===== src/hdl/sps_pkg.sv =====
`timescale 1ns / 1ps
// ----------------------------------------------------------------------------
// sps_pkg
// shared types and constants of the sensor poll scheduler
// ----------------------------------------------------------------------------
package sps_pkg;

    // configuration port
    localparam int CFG_ADDR_W = 5;
    localparam int CFG_DATA_W = 32;
    localparam int REG_W      = 16;

    // register indexes (byte address = 4 * index)
    localparam logic [2:0] REG_HUMID_CYCLE    = 3'd0;
    localparam logic [2:0] REG_PRESS_CYCLE    = 3'd1;
    localparam logic [2:0] REG_AIR_PERIOD     = 3'd2;
    localparam logic [2:0] REG_TEMP_CONVERT   = 3'd3;
    localparam logic [2:0] REG_TEMP_HUMID_GAP = 3'd4;
    localparam logic [2:0] REG_HUMID_CONVERT  = 3'd5;
    localparam logic [2:0] REG_PRESS_CONVERT  = 3'd6;

    // register reset values
    localparam logic [REG_W-1:0] RST_HUMID_CYCLE    = 16'd600;
    localparam logic [REG_W-1:0] RST_PRESS_CYCLE    = 16'd300;
    localparam logic [REG_W-1:0] RST_AIR_PERIOD     = 16'd120;
    localparam logic [REG_W-1:0] RST_TEMP_CONVERT   = 16'd1;
    localparam logic [REG_W-1:0] RST_TEMP_HUMID_GAP = 16'd5;
    localparam logic [REG_W-1:0] RST_HUMID_CONVERT  = 16'd1;
    localparam logic [REG_W-1:0] RST_PRESS_CONVERT  = 16'd4;

    // counter start values after reset
    localparam int STARTUP_SENSOR = 50;
    localparam int STARTUP_AIR    = 360;

    // command codes
    localparam logic [2:0] CMD_CLOCK_READ  = 3'd0;
    localparam logic [2:0] CMD_TEMP_START  = 3'd1;
    localparam logic [2:0] CMD_TEMP_READ   = 3'd2;
    localparam logic [2:0] CMD_HUMID_START = 3'd3;
    localparam logic [2:0] CMD_HUMID_READ  = 3'd4;
    localparam logic [2:0] CMD_PRESS_START = 3'd5;
    localparam logic [2:0] CMD_PRESS_READ  = 3'd6;
    localparam logic [2:0] CMD_AIR_READ    = 3'd7;

    // job queue between front and back
    localparam int QUEUE_DEPTH = 4;
    localparam int QUEUE_PTR_W = $clog2(QUEUE_DEPTH);
    localparam int QUEUE_CNT_W = $clog2(QUEUE_DEPTH + 1);

    // run mask bit positions, in emission order
    localparam int RUN_CLOCK = 0;
    localparam int RUN_HUMID = 1;
    localparam int RUN_PRESS = 2;
    localparam int RUN_AIR   = 3;

    typedef struct packed {
        logic [REG_W-1:0] humid_cycle_period;
        logic [REG_W-1:0] pressure_cycle_period;
        logic [REG_W-1:0] air_quality_period;
        logic [REG_W-1:0] temp_convert_time;
        logic [REG_W-1:0] temp_to_humid_gap;
        logic [REG_W-1:0] humid_convert_time;
        logic [REG_W-1:0] pressure_convert_time;
    } cfg_t;

    // one tick's worth of work
    typedef struct packed {
        logic [3:0] run;
        logic [2:0] humid_cmd;
        logic [2:0] press_cmd;
    } job_t;

    typedef struct packed {
        logic full;
        logic empty;
    } q_status_t;

endpackage


===== src/hdl/sensor_poll_scheduler.sv =====
`timescale 1ns / 1ps
// ----------------------------------------------------------------------------
// sensor_poll_scheduler
// tick-driven scheduler issuing clock, temperature, humidity, pressure and air commands
// ----------------------------------------------------------------------------
//
//  channel   | handshake                  | payload
//  ----------+----------------------------+------------------------------
//  tick in   | in_valid / in_stall        | pulse_level
//  cmd out   | out_valid / out_stall      | command[2:0], last
//  config    | psel penable pwrite pready | paddr[4:0], pwdata, prdata
//
//  - a tick is taken while the queue is not full; every tick taken updates
//    the counters, and a job is queued only when something is scheduled
//  - a job gives one to four commands, one per cycle from the output
//    register while out_stall is low
//  - a four-entry job queue lets ticks keep arriving while commands drain;
//    in_stall rises only when that queue is full
//  - out_stall holds the output register and the back end, not the front
//  - reset presets counters, clears phases, queue, out_valid; no clearing pass
//
module sensor_poll_scheduler
    import sps_pkg::*;
#(
    parameter int COUNT_WIDTH = 16
)
(
    input  logic                  clk,
    input  logic                  rst_n,
    // tick in
    input  logic                  in_valid,
    output logic                  in_stall,
    input  logic                  pulse_level,
    // command out
    output logic                  out_valid,
    input  logic                  out_stall,
    output logic [2:0]            command,
    output logic                  last,
    // register port
    input  logic                  psel,
    input  logic                  penable,
    input  logic                  pwrite,
    input  logic [CFG_ADDR_W-1:0] paddr,
    input  logic [CFG_DATA_W-1:0] pwdata,
    output logic [CFG_DATA_W-1:0] prdata,
    output logic                  pready
);

    cfg_t       cfg_reg, cfg_next;
    logic       cfg_write;
    logic [2:0] cfg_index;
    logic [REG_W-1:0] cfg_wdata;
    logic [REG_W-1:0] rd_value;

    logic       push, pop;
    job_t       push_job, head_job;
    q_status_t  q_status;

    // ------------------------------------------------------------------
    // register file: 16-bit registers at byte address 4 * index
    // ------------------------------------------------------------------
    assign pready    = 1'b1;
    assign cfg_write = psel && penable && pwrite && pready;
    assign cfg_index = paddr[4:2];
    assign cfg_wdata = pwdata[REG_W-1:0];

    always_comb
    begin
        cfg_next = cfg_reg;
        if (cfg_write)
        begin
            case (cfg_index)
                REG_HUMID_CYCLE:    cfg_next.humid_cycle_period    = cfg_wdata;
                REG_PRESS_CYCLE:    cfg_next.pressure_cycle_period = cfg_wdata;
                REG_AIR_PERIOD:     cfg_next.air_quality_period    = cfg_wdata;
                REG_TEMP_CONVERT:   cfg_next.temp_convert_time     = cfg_wdata;
                REG_TEMP_HUMID_GAP: cfg_next.temp_to_humid_gap     = cfg_wdata;
                REG_HUMID_CONVERT:  cfg_next.humid_convert_time    = cfg_wdata;
                REG_PRESS_CONVERT:  cfg_next.pressure_convert_time = cfg_wdata;
                default:            cfg_next = cfg_reg;  // unmapped slot ignored
            endcase
        end
    end

    always_comb
    begin
        case (cfg_index)
            REG_HUMID_CYCLE:    rd_value = cfg_reg.humid_cycle_period;
            REG_PRESS_CYCLE:    rd_value = cfg_reg.pressure_cycle_period;
            REG_AIR_PERIOD:     rd_value = cfg_reg.air_quality_period;
            REG_TEMP_CONVERT:   rd_value = cfg_reg.temp_convert_time;
            REG_TEMP_HUMID_GAP: rd_value = cfg_reg.temp_to_humid_gap;
            REG_HUMID_CONVERT:  rd_value = cfg_reg.humid_convert_time;
            REG_PRESS_CONVERT:  rd_value = cfg_reg.pressure_convert_time;
            default:            rd_value = '0;
        endcase
    end

    assign prdata = {{(CFG_DATA_W - REG_W){1'b0}}, rd_value};

    always_ff @(posedge clk or negedge rst_n)
    begin
        if (!rst_n)
        begin
            cfg_reg.humid_cycle_period    <= RST_HUMID_CYCLE;
            cfg_reg.pressure_cycle_period <= RST_PRESS_CYCLE;
            cfg_reg.air_quality_period    <= RST_AIR_PERIOD;
            cfg_reg.temp_convert_time     <= RST_TEMP_CONVERT;
            cfg_reg.temp_to_humid_gap     <= RST_TEMP_HUMID_GAP;
            cfg_reg.humid_convert_time    <= RST_HUMID_CONVERT;
            cfg_reg.pressure_convert_time <= RST_PRESS_CONVERT;
        end
        else
        begin
            cfg_reg <= cfg_next;
        end
    end

    // ------------------------------------------------------------------
    // front end: edge detect, counters, job build
    // ------------------------------------------------------------------
    sps_front #(
        .COUNT_WIDTH (COUNT_WIDTH)
    ) u_front (
        .clk         (clk),
        .rst_n       (rst_n),
        .in_valid    (in_valid),
        .pulse_level (pulse_level),
        .in_stall    (in_stall),
        .cfg         (cfg_reg),
        .q_status    (q_status),
        .push        (push),
        .push_job    (push_job)
    );

    // ------------------------------------------------------------------
    // job queue
    // ------------------------------------------------------------------
    sps_queue u_queue (
        .clk      (clk),
        .rst_n    (rst_n),
        .push     (push),
        .push_job (push_job),
        .pop      (pop),
        .head_job (head_job),
        .q_status (q_status)
    );

    // ------------------------------------------------------------------
    // back end: while out_stall is low, one command per cycle into the output register
    // ------------------------------------------------------------------
    sps_back u_back (
        .clk       (clk),
        .rst_n     (rst_n),
        .head_job  (head_job),
        .q_status  (q_status),
        .pop       (pop),
        .out_valid (out_valid),
        .out_stall (out_stall),
        .command   (command),
        .last      (last)
    );

    // ------------------------------------------------------------------
    // checks
    // ------------------------------------------------------------------

    // a job is never offered to a full queue
    a_no_overflow: assert property (@(posedge clk) disable iff (!rst_n)
        push |-> !q_status.full)
        else $error("job pushed into full queue");

    // the back end only pulls when a job is waiting
    a_no_underflow: assert property (@(posedge clk) disable iff (!rst_n)
        pop |-> !q_status.empty)
        else $error("job popped from empty queue");

    // a clock read is always the first command of its tick
    a_clock_first: assert property (@(posedge clk) disable iff (!rst_n)
        (out_valid && !out_stall && !last) |=>
            !(out_valid && command == CMD_CLOCK_READ))
        else $error("clock read issued in the middle of a tick");

    // intake never stalls while the job queue is empty
    a_empty_queue_stall: assert property (@(posedge clk) disable iff (!rst_n)
        q_status.empty |-> !in_stall)
        else $error("intake stalled with an empty queue");

endmodule


===== src/hdl/sps_front.sv =====
`timescale 1ns / 1ps
// ----------------------------------------------------------------------------
// sps_front
// tick intake: edge detect, subtask counters, job build
// ----------------------------------------------------------------------------
module sps_front
    import sps_pkg::*;
#(
    parameter int COUNT_WIDTH = 16
)
(
    input  logic      clk,
    input  logic      rst_n,
    input  logic      in_valid,
    input  logic      pulse_level,
    output logic      in_stall,
    input  cfg_t      cfg,
    input  q_status_t q_status,
    output logic      push,
    output job_t      push_job
);

    localparam logic [1:0] HPH_TEMP_START  = 2'd0;
    localparam logic [1:0] HPH_TEMP_READ   = 2'd1;
    localparam logic [1:0] HPH_HUMID_START = 2'd2;
    localparam logic [1:0] HPH_HUMID_READ  = 2'd3;

    localparam logic PPH_START = 1'b0;
    localparam logic PPH_READ  = 1'b1;

    localparam logic [COUNT_WIDTH-1:0] CNT_ONE = COUNT_WIDTH'(1);
    localparam logic [COUNT_WIDTH-1:0] CNT_ZERO = '0;

    logic                   pulse_prev_reg, pulse_prev_next;
    logic [1:0]             humid_phase_reg, humid_phase_next;
    logic                   press_phase_reg, press_phase_next;
    logic [COUNT_WIDTH-1:0] humid_count_reg, humid_count_next;
    logic [COUNT_WIDTH-1:0] press_count_reg, press_count_next;
    logic [COUNT_WIDTH-1:0] air_count_reg, air_count_next;

    logic                   accept;
    logic                   clock_run, humid_run, press_run, air_run;
    logic [REG_W-1:0]       humid_reload, press_reload;

    assign in_stall = q_status.full;
    assign accept   = in_valid && !in_stall;

    assign clock_run = !pulse_prev_reg && pulse_level;
    assign humid_run = (humid_count_reg == CNT_ONE);
    assign press_run = (press_count_reg == CNT_ONE);
    assign air_run   = (air_count_reg == CNT_ONE);

    always_comb
    begin
        case (humid_phase_reg)
            HPH_TEMP_START:  humid_reload = cfg.temp_convert_time;
            HPH_TEMP_READ:   humid_reload = cfg.temp_to_humid_gap;
            HPH_HUMID_START: humid_reload = cfg.humid_convert_time;
            HPH_HUMID_READ:  humid_reload = cfg.humid_cycle_period;
            default:         humid_reload = cfg.humid_cycle_period;
        endcase
        case (press_phase_reg)
            PPH_START: press_reload = cfg.pressure_convert_time;
            PPH_READ:  press_reload = cfg.pressure_cycle_period;
            default:   press_reload = cfg.pressure_cycle_period;
        endcase
    end

    always_comb
    begin
        pulse_prev_next  = pulse_prev_reg;
        humid_phase_next = humid_phase_reg;
        press_phase_next = press_phase_reg;
        humid_count_next = humid_count_reg;
        press_count_next = press_count_reg;
        air_count_next   = air_count_reg;
        if (accept)
        begin
            pulse_prev_next = pulse_level;
            // zero counter stays parked
            if (humid_count_reg != CNT_ZERO)
                humid_count_next = humid_count_reg - CNT_ONE;
            if (press_count_reg != CNT_ZERO)
                press_count_next = press_count_reg - CNT_ONE;
            if (air_count_reg != CNT_ZERO)
                air_count_next = air_count_reg - CNT_ONE;
            if (humid_run)
            begin
                humid_count_next = COUNT_WIDTH'(humid_reload);
                humid_phase_next = humid_phase_reg + 2'd1;
            end
            if (press_run)
            begin
                press_count_next = COUNT_WIDTH'(press_reload);
                press_phase_next = !press_phase_reg;
            end
            if (air_run)
                air_count_next = COUNT_WIDTH'(cfg.air_quality_period);
        end
    end

    always_comb
    begin
        push_job.run[RUN_CLOCK] = clock_run;
        push_job.run[RUN_HUMID] = humid_run;
        push_job.run[RUN_PRESS] = press_run;
        push_job.run[RUN_AIR]   = air_run;
        push_job.humid_cmd      = CMD_TEMP_START + {1'b0, humid_phase_reg};
        push_job.press_cmd      = CMD_PRESS_START + {2'b00, press_phase_reg};
    end

    // quiet ticks leave nothing for the back end
    assign push = accept && (clock_run || humid_run || press_run || air_run);

    always_ff @(posedge clk or negedge rst_n)
    begin
        if (!rst_n)
        begin
            pulse_prev_reg  <= 1'b0;
            humid_phase_reg <= HPH_TEMP_START;
            press_phase_reg <= PPH_START;
            humid_count_reg <= COUNT_WIDTH'(STARTUP_SENSOR);
            press_count_reg <= COUNT_WIDTH'(STARTUP_SENSOR);
            air_count_reg   <= COUNT_WIDTH'(STARTUP_AIR);
        end
        else
        begin
            pulse_prev_reg  <= pulse_prev_next;
            humid_phase_reg <= humid_phase_next;
            press_phase_reg <= press_phase_next;
            humid_count_reg <= humid_count_next;
            press_count_reg <= press_count_next;
            air_count_reg   <= air_count_next;
        end
    end

endmodule


===== src/hdl/sps_queue.sv =====
`timescale 1ns / 1ps
// ----------------------------------------------------------------------------
// sps_queue
// short job queue between front and back
// ----------------------------------------------------------------------------
module sps_queue
    import sps_pkg::*;
(
    input  logic      clk,
    input  logic      rst_n,
    input  logic      push,
    input  job_t      push_job,
    input  logic      pop,
    output job_t      head_job,
    output q_status_t q_status
);

    localparam logic [QUEUE_PTR_W-1:0] PTR_LAST = QUEUE_PTR_W'(QUEUE_DEPTH - 1);
    localparam logic [QUEUE_CNT_W-1:0] CNT_FULL = QUEUE_CNT_W'(QUEUE_DEPTH);

    job_t                   mem_reg [QUEUE_DEPTH];
    logic [QUEUE_PTR_W-1:0] wr_ptr_reg, wr_ptr_next;
    logic [QUEUE_PTR_W-1:0] rd_ptr_reg, rd_ptr_next;
    logic [QUEUE_CNT_W-1:0] count_reg, count_next;
    logic                   do_push, do_pop;

    assign q_status.full  = (count_reg == CNT_FULL);
    assign q_status.empty = (count_reg == '0);
    assign do_push        = push && !q_status.full;
    assign do_pop         = pop && !q_status.empty;
    assign head_job       = mem_reg[rd_ptr_reg];

    always_comb
    begin
        wr_ptr_next = wr_ptr_reg;
        rd_ptr_next = rd_ptr_reg;
        count_next  = count_reg;
        if (do_push)
            wr_ptr_next = (wr_ptr_reg == PTR_LAST) ? '0 : wr_ptr_reg + 1'b1;
        if (do_pop)
            rd_ptr_next = (rd_ptr_reg == PTR_LAST) ? '0 : rd_ptr_reg + 1'b1;
        if (do_push && !do_pop)
            count_next = count_reg + 1'b1;
        else if (do_pop && !do_push)
            count_next = count_reg - 1'b1;
    end

    always_ff @(posedge clk)
    begin
        if (do_push)
            mem_reg[wr_ptr_reg] <= push_job;
    end

    always_ff @(posedge clk or negedge rst_n)
    begin
        if (!rst_n)
        begin
            wr_ptr_reg <= '0;
            rd_ptr_reg <= '0;
            count_reg  <= '0;
        end
        else
        begin
            wr_ptr_reg <= wr_ptr_next;
            rd_ptr_reg <= rd_ptr_next;
            count_reg  <= count_next;
        end
    end

endmodule


===== src/hdl/sps_back.sv =====
`timescale 1ns / 1ps
// ----------------------------------------------------------------------------
// sps_back
// command issue: walks a job's run mask; while out_stall is low, one command per cycle
// ----------------------------------------------------------------------------
module sps_back
    import sps_pkg::*;
(
    input  logic       clk,
    input  logic       rst_n,
    input  job_t       head_job,
    input  q_status_t  q_status,
    output logic       pop,
    output logic       out_valid,
    input  logic       out_stall,
    output logic [2:0] command,
    output logic       last
);

    job_t       work_reg, work_next;
    logic       out_valid_reg, out_valid_next;
    logic [2:0] command_reg, command_next;
    logic       last_reg, last_next;

    logic       load_ok, issue;
    logic [3:0] pick, rest;
    logic [2:0] pick_cmd;

    assign load_ok = !out_valid_reg || !out_stall;
    assign issue   = load_ok && (work_reg.run != 4'b0000);

    // lowest pending bit goes first
    always_comb
    begin
        pick     = 4'b0000;
        pick_cmd = CMD_CLOCK_READ;
        if (work_reg.run[RUN_CLOCK])
        begin
            pick[RUN_CLOCK] = 1'b1;
            pick_cmd        = CMD_CLOCK_READ;
        end
        else if (work_reg.run[RUN_HUMID])
        begin
            pick[RUN_HUMID] = 1'b1;
            pick_cmd        = work_reg.humid_cmd;
        end
        else if (work_reg.run[RUN_PRESS])
        begin
            pick[RUN_PRESS] = 1'b1;
            pick_cmd        = work_reg.press_cmd;
        end
        else if (work_reg.run[RUN_AIR])
        begin
            pick[RUN_AIR] = 1'b1;
            pick_cmd      = CMD_AIR_READ;
        end
    end

    assign rest = work_reg.run & ~pick;

    always_comb
    begin
        work_next      = work_reg;
        out_valid_next = out_valid_reg;
        command_next   = command_reg;
        last_next      = last_reg;
        pop            = 1'b0;
        if (load_ok)
        begin
            out_valid_next = issue;
            if (issue)
            begin
                command_next  = pick_cmd;
                last_next     = (rest == 4'b0000);
                work_next.run = rest;
            end
        end
        // refill once the current job is spent
        if (work_next.run == 4'b0000 && !q_status.empty)
        begin
            pop       = 1'b1;
            work_next = head_job;
        end
    end

    always_ff @(posedge clk or negedge rst_n)
    begin
        if (!rst_n)
        begin
            work_reg      <= '0;
            out_valid_reg <= 1'b0;
        end
        else
        begin
            work_reg      <= work_next;
            out_valid_reg <= out_valid_next;
        end
    end

    always_ff @(posedge clk)
    begin
        command_reg <= command_next;
        last_reg    <= last_next;
    end

    assign out_valid = out_valid_reg;
    assign command   = command_reg;
    assign last      = last_reg;

endmodule

===== config.mk =====
export PLATFORM = sky130hd
export DESIGN_NAME = sensor_poll_scheduler
export DESIGN_NICKNAME = d
export VERILOG_FILES = /design/src/hdl/sps_pkg.sv /design/src/hdl/sensor_poll_scheduler.sv /design/src/hdl/sps_front.sv /design/src/hdl/sps_queue.sv /design/src/hdl/sps_back.sv
export SDC_FILE = /design/constraint.sdc
export NUM_CORES = 1
export LEC_CHECK = 0
export BUFFER_PORTS_ARGS = -buffer_cell sky130_fd_sc_hd__buf_2
export CORE_MARGIN = 2
export CORE_UTILIZATION = 40
export DETAILED_ROUTE_END_ITERATION = 10
export PLACE_DENSITY = 0.62
export SYNTH_ARGS = -nofsm -noshare
export SYNTH_HDL_FRONTEND = slang
export SYNTH_SLANG_ARGS = --single-unit

===== constraint.sdc =====
create_clock -name clk -period 3.5 [get_ports clk]
set_input_delay 0.35 -clock clk [delete_from_list [all_inputs] [get_ports clk]]
set_output_delay 0.35 -clock clk [all_outputs]
set_load 0.1 [all_outputs]

After elaboration in Yosys (flattened, before gate mapping)
Memory sizes are Yosys's and may differ from the RTL's.
Index checks and enable logic that the tools add are counted.

word-level totals
  output and inout bits = 39
  memories = 1
  bits in registers = 186
  RAM bits = 40
  logic and storage cells = 129

cells by class
  equality and inequality tests = 15
  reduce and logical (&&, ||, !) cells = 49
  bitwise gates (word level) = 3
  add/sub/neg operators = 10
  multiplexer cells = 29

memories
  name             depth  width  read ports  clocked after memory_dff  wr ports  RTL line         text
  u_queue.mem_reg  4      10     1           0                         1         sps_queue.sv:21  job_t mem_reg [QUEUE_DEPTH];

operator list
  cell                   number
  $pmux 16 s7            1
  $mux 16                6
  $pmux 16 s4            1
  $eq 16x1->1 const B    3
  $reduce_bool 16->1     3
  $sub 16x1->16 const B  3
  $pmux 16 s2            1
  $reduce_and 2->1       13
  $mux 3                 6
  $eq 3x3->1 const B     4
  $logic_and 1x1->1      11
  $mux 10                1
  $eq 2x2->1 const B     4
  $logic_not 1->1        8
  $logic_not 4->1        2
  $mux 1                 8
  $mux 4                 2
  $reduce_bool 2->1      4
  $add 2x1->2 const B    3
  $eq 3x2->1 const B     2
  $logic_not 3->1        2
  $mux 2                 3
  $and 4x4->4            1
  $logic_or 1x1->1       4
  other kinds (10)       10

Logic depth before layout (Yosys ltp)
  depth in word-level cells = 15
  mapped depth = 13
  gate-level depth less buffers = 12

Modules after synthesis
Synthesis repeated with hierarchy kept, for this count alone.

second synthesis, totals
  cell total of the unflattened synthesis = 1004
  area total of the unflattened synthesis = 11848.9 um2

modules (own cells, without submodules)
  module                 area each (um2)  sequential area each (um2)  instances  cells an instance
  sensor_poll_scheduler  5303.8           2824.0                      1          386
  sps_front              3910.0           1313.8                      1          470
  sps_queue              1895.6           1376.3                      1          89
  sps_back               739.5            395.4                       1          59

Worst setup path before layout
OpenSTA, ideal clock, no wires.

  kind = register -> register
  start point = register u_queue.count_reg[0]
  end point = register u_queue.count_reg[1]
  setup slack = -0.983 ns
  cell stages (with the launch flop) = 8
  setup time = 0.125 ns
  period minus slack after synthesis = 4.483 ns
  data required time = 3.375 ns
  arrival time = 4.359 ns
  path through = dfrtp_1 > nor3b_1 > nor2b_1 > o41a_4 > ha_1 > inv_1 > fa_1 > mux2_2

on the way
  elaborated cells between the ends (all ways) = 19
  those cells by class = 2 x add/sub; 1 x eq/ne; 3 x mux; 13 x reduce/logical

RTL lines
  item                             RTL line                          text
  start: declaration               sps_queue.sv:24                   logic [QUEUE_CNT_W-1:0] count_reg, count_next;
  start signal: assignment         sps_queue.sv:66                   count_reg <= count_next;
  $eq 3x3->1 (*)                   sps_queue.sv:27                   assign q_status.full = (count_reg == CNT_FULL);
  named net in_stall               sensor_poll_scheduler.sv:32       output logic in_stall,
  $logic_not 1->1 (*)              sps_front.sv:46, sps_queue.sv:29
  $logic_and 1x1->1                sps_front.sv:46                   assign accept = in_valid && !in_stall;
  $logic_and 1x1->1                sps_front.sv:113                  assign push = accept && (clock_run || humid_run || press_run || air_run);
  $logic_and 1x1->1 (*)            sps_queue.sv:29                   assign do_push = push && !q_status.full;
  named net u_queue.do_push        sps_queue.sv:25                   logic do_push, do_pop;
  $logic_and 1x1->1 (*)            sps_queue.sv:42                   if (do_push && !do_pop)
  $mux 3 (*)                       sps_queue.sv:42
  named net u_queue.count_next[1]  sps_queue.sv:24

The timed path passes the listed nets; every way through them passes the cells marked *. The select of a mux whose other input is x is not followed.
A chain may end at the register's enable or synchronous reset.

==> flow_summary.toml <==
[floorplan]
die_w_um = 174
rows = 62
io_pins = 84
start_util_pct = 40.6
die_height_um = 174
die_area_mm2 = 0.0304
core_mm2 = 0.0286

[layout]
syn_to_final_growth_pct = 12.7
fillers = 2641
register_area_mm2 = 0.00579
fin_nets = 1125
instances_no_fill = 1462
drive_gt1_share_pct = 28.6
fin_area_mm2 = 0.0131
final_common_cell = "dfrtp_1"
largest_reg_flops = 112
multiInputGateArea_mm2 = 0.00539
final_cell_mix = "dfrtp_1, mux2_2, nor2_1, a21oi_1, nand2_1"

[timing]
skew_ns = 0.0119
slew_viol_final = 0
hold_slack_ns = 0.0523
rsz0062_at_grt = "no"
hold_viol_final = 0
layout_setup_ws_ns = 0.550
min_period_ns = 2.95
tns_ns = 0
setup_viol = 0
slew_headroom_pct = 26.1
worstMarginPinSlew_ns = 1.11
max_freq_ghz = 0.339
period_share_pct = 84.3

[grt]
grt_max_degree = 76
grt_pass1_vias = 8288
grt_antenna_before_repair = 2
grt_overflow_total = 0
grtUsageTotal_pct = 20.2
grt_pass1_wl_um = 48100

[placement]
routabilityCongestion = 0.830
placed_cell_area_mm2 = 0.0123
portBuffers = 48
dp.cells = 1416
dp_hpwl_um = 21500
post-place-ws_ns = 0.548

[detailed_routing]
drc = 0
firstDrtPassIters = 7
drt_iter0_drc = 777
routedWlPerCell_um = 20.7
wl_met2_um = 14000
via_per_inst = 5.74
wl_met3_um = 1830
wl_met1_um = 13800
top_layer_used = "met5"
drt-total-wl_um = 30300
vias = 8393
drtAntennaViolNets = 0

[worst_hold_path]
min-delay-start = "pulse_level"
whs_path_depth = 3
hp-class = "in -> reg"
min_to = "u_front.pulse_prev_reg$_DFFE_PN0P_"

[yosys]
yosysWarnings = 0
syn_inst = 1006
ys_async_sr_fraction_pct = 82.0
yosysTopAreaCell = "dfrtp_1"
synth_top_cell_area_share_pct = 33.4
synth_edf_count = 40
ys_seq_area_share_pct = 49.8
synth.area.top_cells = "dfrtp_1, mux2_2, edfxtp_1"
synthFlopType = "dfrtp_1"
syn_area_per_cell_um2 = 11.5
synth-seq-cells = 222
ys_types = 83
syn_area_mm2 = 0.0116

[critical_path]
cp_cell_sequence = "nor4_2 -> nand4_1 -> or2_0 -> inv_2 -> o41a_4 -> ha_1 -> inv_1 -> fa_1 -> xor2_1 -> nor2_1 -> xnor2_1"
cp_slowest_cell = "dfrtp_1"
required_ns = 3.94
crit_path_start_kind = "register"
worstPathMaxFanout = 10
r2r_slack_ns = 0.55
critPathArrivalTime_ns = 3.39
end_kind = "register"
crit_family = "simple AND/OR/NAND/NOR gates"
rr_worst_depth = 11
r2r-start = "u_front.air_count_reg[7]$_DFFE_PN0P_"
path_class = "reg -> reg"
worstPathBufferInverterCount = 2
critPathMaxStageDelay_ns = 0.43
regToRegEndpoint = "u_queue.count_reg[2]$_DFFE_PN0P_"

[clocking]
post_cts_resized = 0
cts_sinks = 222
cts_buffers = 25
cts_tree = "yes"
clkTransAtPathRegs_ns = 0.06
clk_latency_ns = 0.52
clockBufferDepth = 3
cts_hold_buf = 1
htree_levels = 1
cts_setup_buffers = 0
cts_root_buffer = "clkbuf_16"

[power]
power_density_mw_per_mm2 = 694
switching_share_pct = 36.1
power_frac_clock_pct = 27.5
seq_power_share_pct = 43.2
p_int_uw = 5800
p_comb_share_pct = 29.3
p_leak_uw = 0.00549
p_switching_uw = 3280
peakVddDrop_mv = 0.647

[run]
drv_cap = 0

[run_status]
outcome = "completed"
tightest hold or removal path, stage by stage:
cell	delay (ns)
buf_2	0.09
nand2_1	0.04
nand2_1	0.05
cell families (layout without fill, tap and decap cells):
group	count (synthesis)	in the layout	synth area share, %
AOI/OAI and AO/OA	231	231	13.5
and+or+nand+nor	226	226	9.95
DFF	222	222	49.8
muxes	192	192	19.5
buffers and inverters	106	162	4.37
adders and majority gates	22	22	2.39
xor gates and xnor gates	5	5	0.377
other	2	18	0.0646
area by class of cell:
cell class                 count  share of cell area (%)
multi-input combinational    693                    41.2
inverter                      35                    1.00
clock buffer                  37                    5.35
sequential                   222                    44.2
timing repair buffer          83                    4.02
clock inverter                 7                   0.516
tap                          384                    3.67
antenna                        1                  0.0191
synth_stat cells (all sizes together), types with 10 or more instances:
| master | number |
|---|---|
| a21oi | 65 |
| a222oi | 16 |
| a22o | 10 |
| a22oi | 18 |
| a2bb2oi | 10 |
| buf | 39 |
| clkbuf | 32 |
| dfrtp | 155 |
| dfstp | 27 |
| edfxtp | 40 |
| ha | 19 |
| inv | 35 |
| mux2 | 139 |
| mux2i | 39 |
| mux4 | 14 |
| nand2 | 52 |
| nand3 | 16 |
| nor2 | 76 |
| nor3 | 18 |
| o21ai | 51 |
metrics by stage:
stage          util [%]  total power [µW]
6_report           45.7              9080
3_3_place_gp       43.0              6560
5_1_grt            45.7              9580
4_1_cts            45.7              9140
2_1_floorplan         -              5920
3_5_place_dp       43.0              6620
power groups by stage:
| stage | Clock (µW) | Combinational [µW] | Sequential (µW) |
|---|---|---|---|
| floorplan | 0 | 2030 | 3880 |
| global placement | 0 | 2620 | 3940 |
| detailed placement | 0 | 2660 | 3960 |
| CTS | 2550 | 2670 | 3920 |
| global route | 2670 | 2910 | 4010 |
| finish | 2500 | 2660 | 3920 |
routing by layer:
metal / global-route usage [%] / up-vias
met1: 28.9 / 4238
met4: 5.11 / 2
met2: 31.7 / 268
met3: 3.59 / 40
met5: 0 / -
li1: - / 3845
how the worst max path moves through the flow:
stage	start	endpoint	slack, ns	cells past startpoint
after floorplan	u_queue.count_reg[0]$_DFFE_PN0P_	u_queue.count_reg[1]$_DFFE_PN0P_	0.22	7
after global placement	u_front.air_count_reg[7]$_DFFE_PN0P_	u_queue.count_reg[2]$_DFFE_PN0P_	0.59	11
after detailed placement	u_front.air_count_reg[7]$_DFFE_PN0P_	u_queue.count_reg[2]$_DFFE_PN0P_	0.55	11
after global routing	u_front.air_count_reg[7]$_DFFE_PN0P_	u_queue.count_reg[2]$_DFFE_PN0P_	0.29	11
after CTS	u_front.air_count_reg[7]$_DFFE_PN0P_	u_queue.count_reg[2]$_DFFE_PN0P_	0.54	11
final	u_front.air_count_reg[7]$_DFFE_PN0P_	u_queue.count_reg[2]$_DFFE_PN0P_	0.55	11
Power figures use the tool's default switching activity.
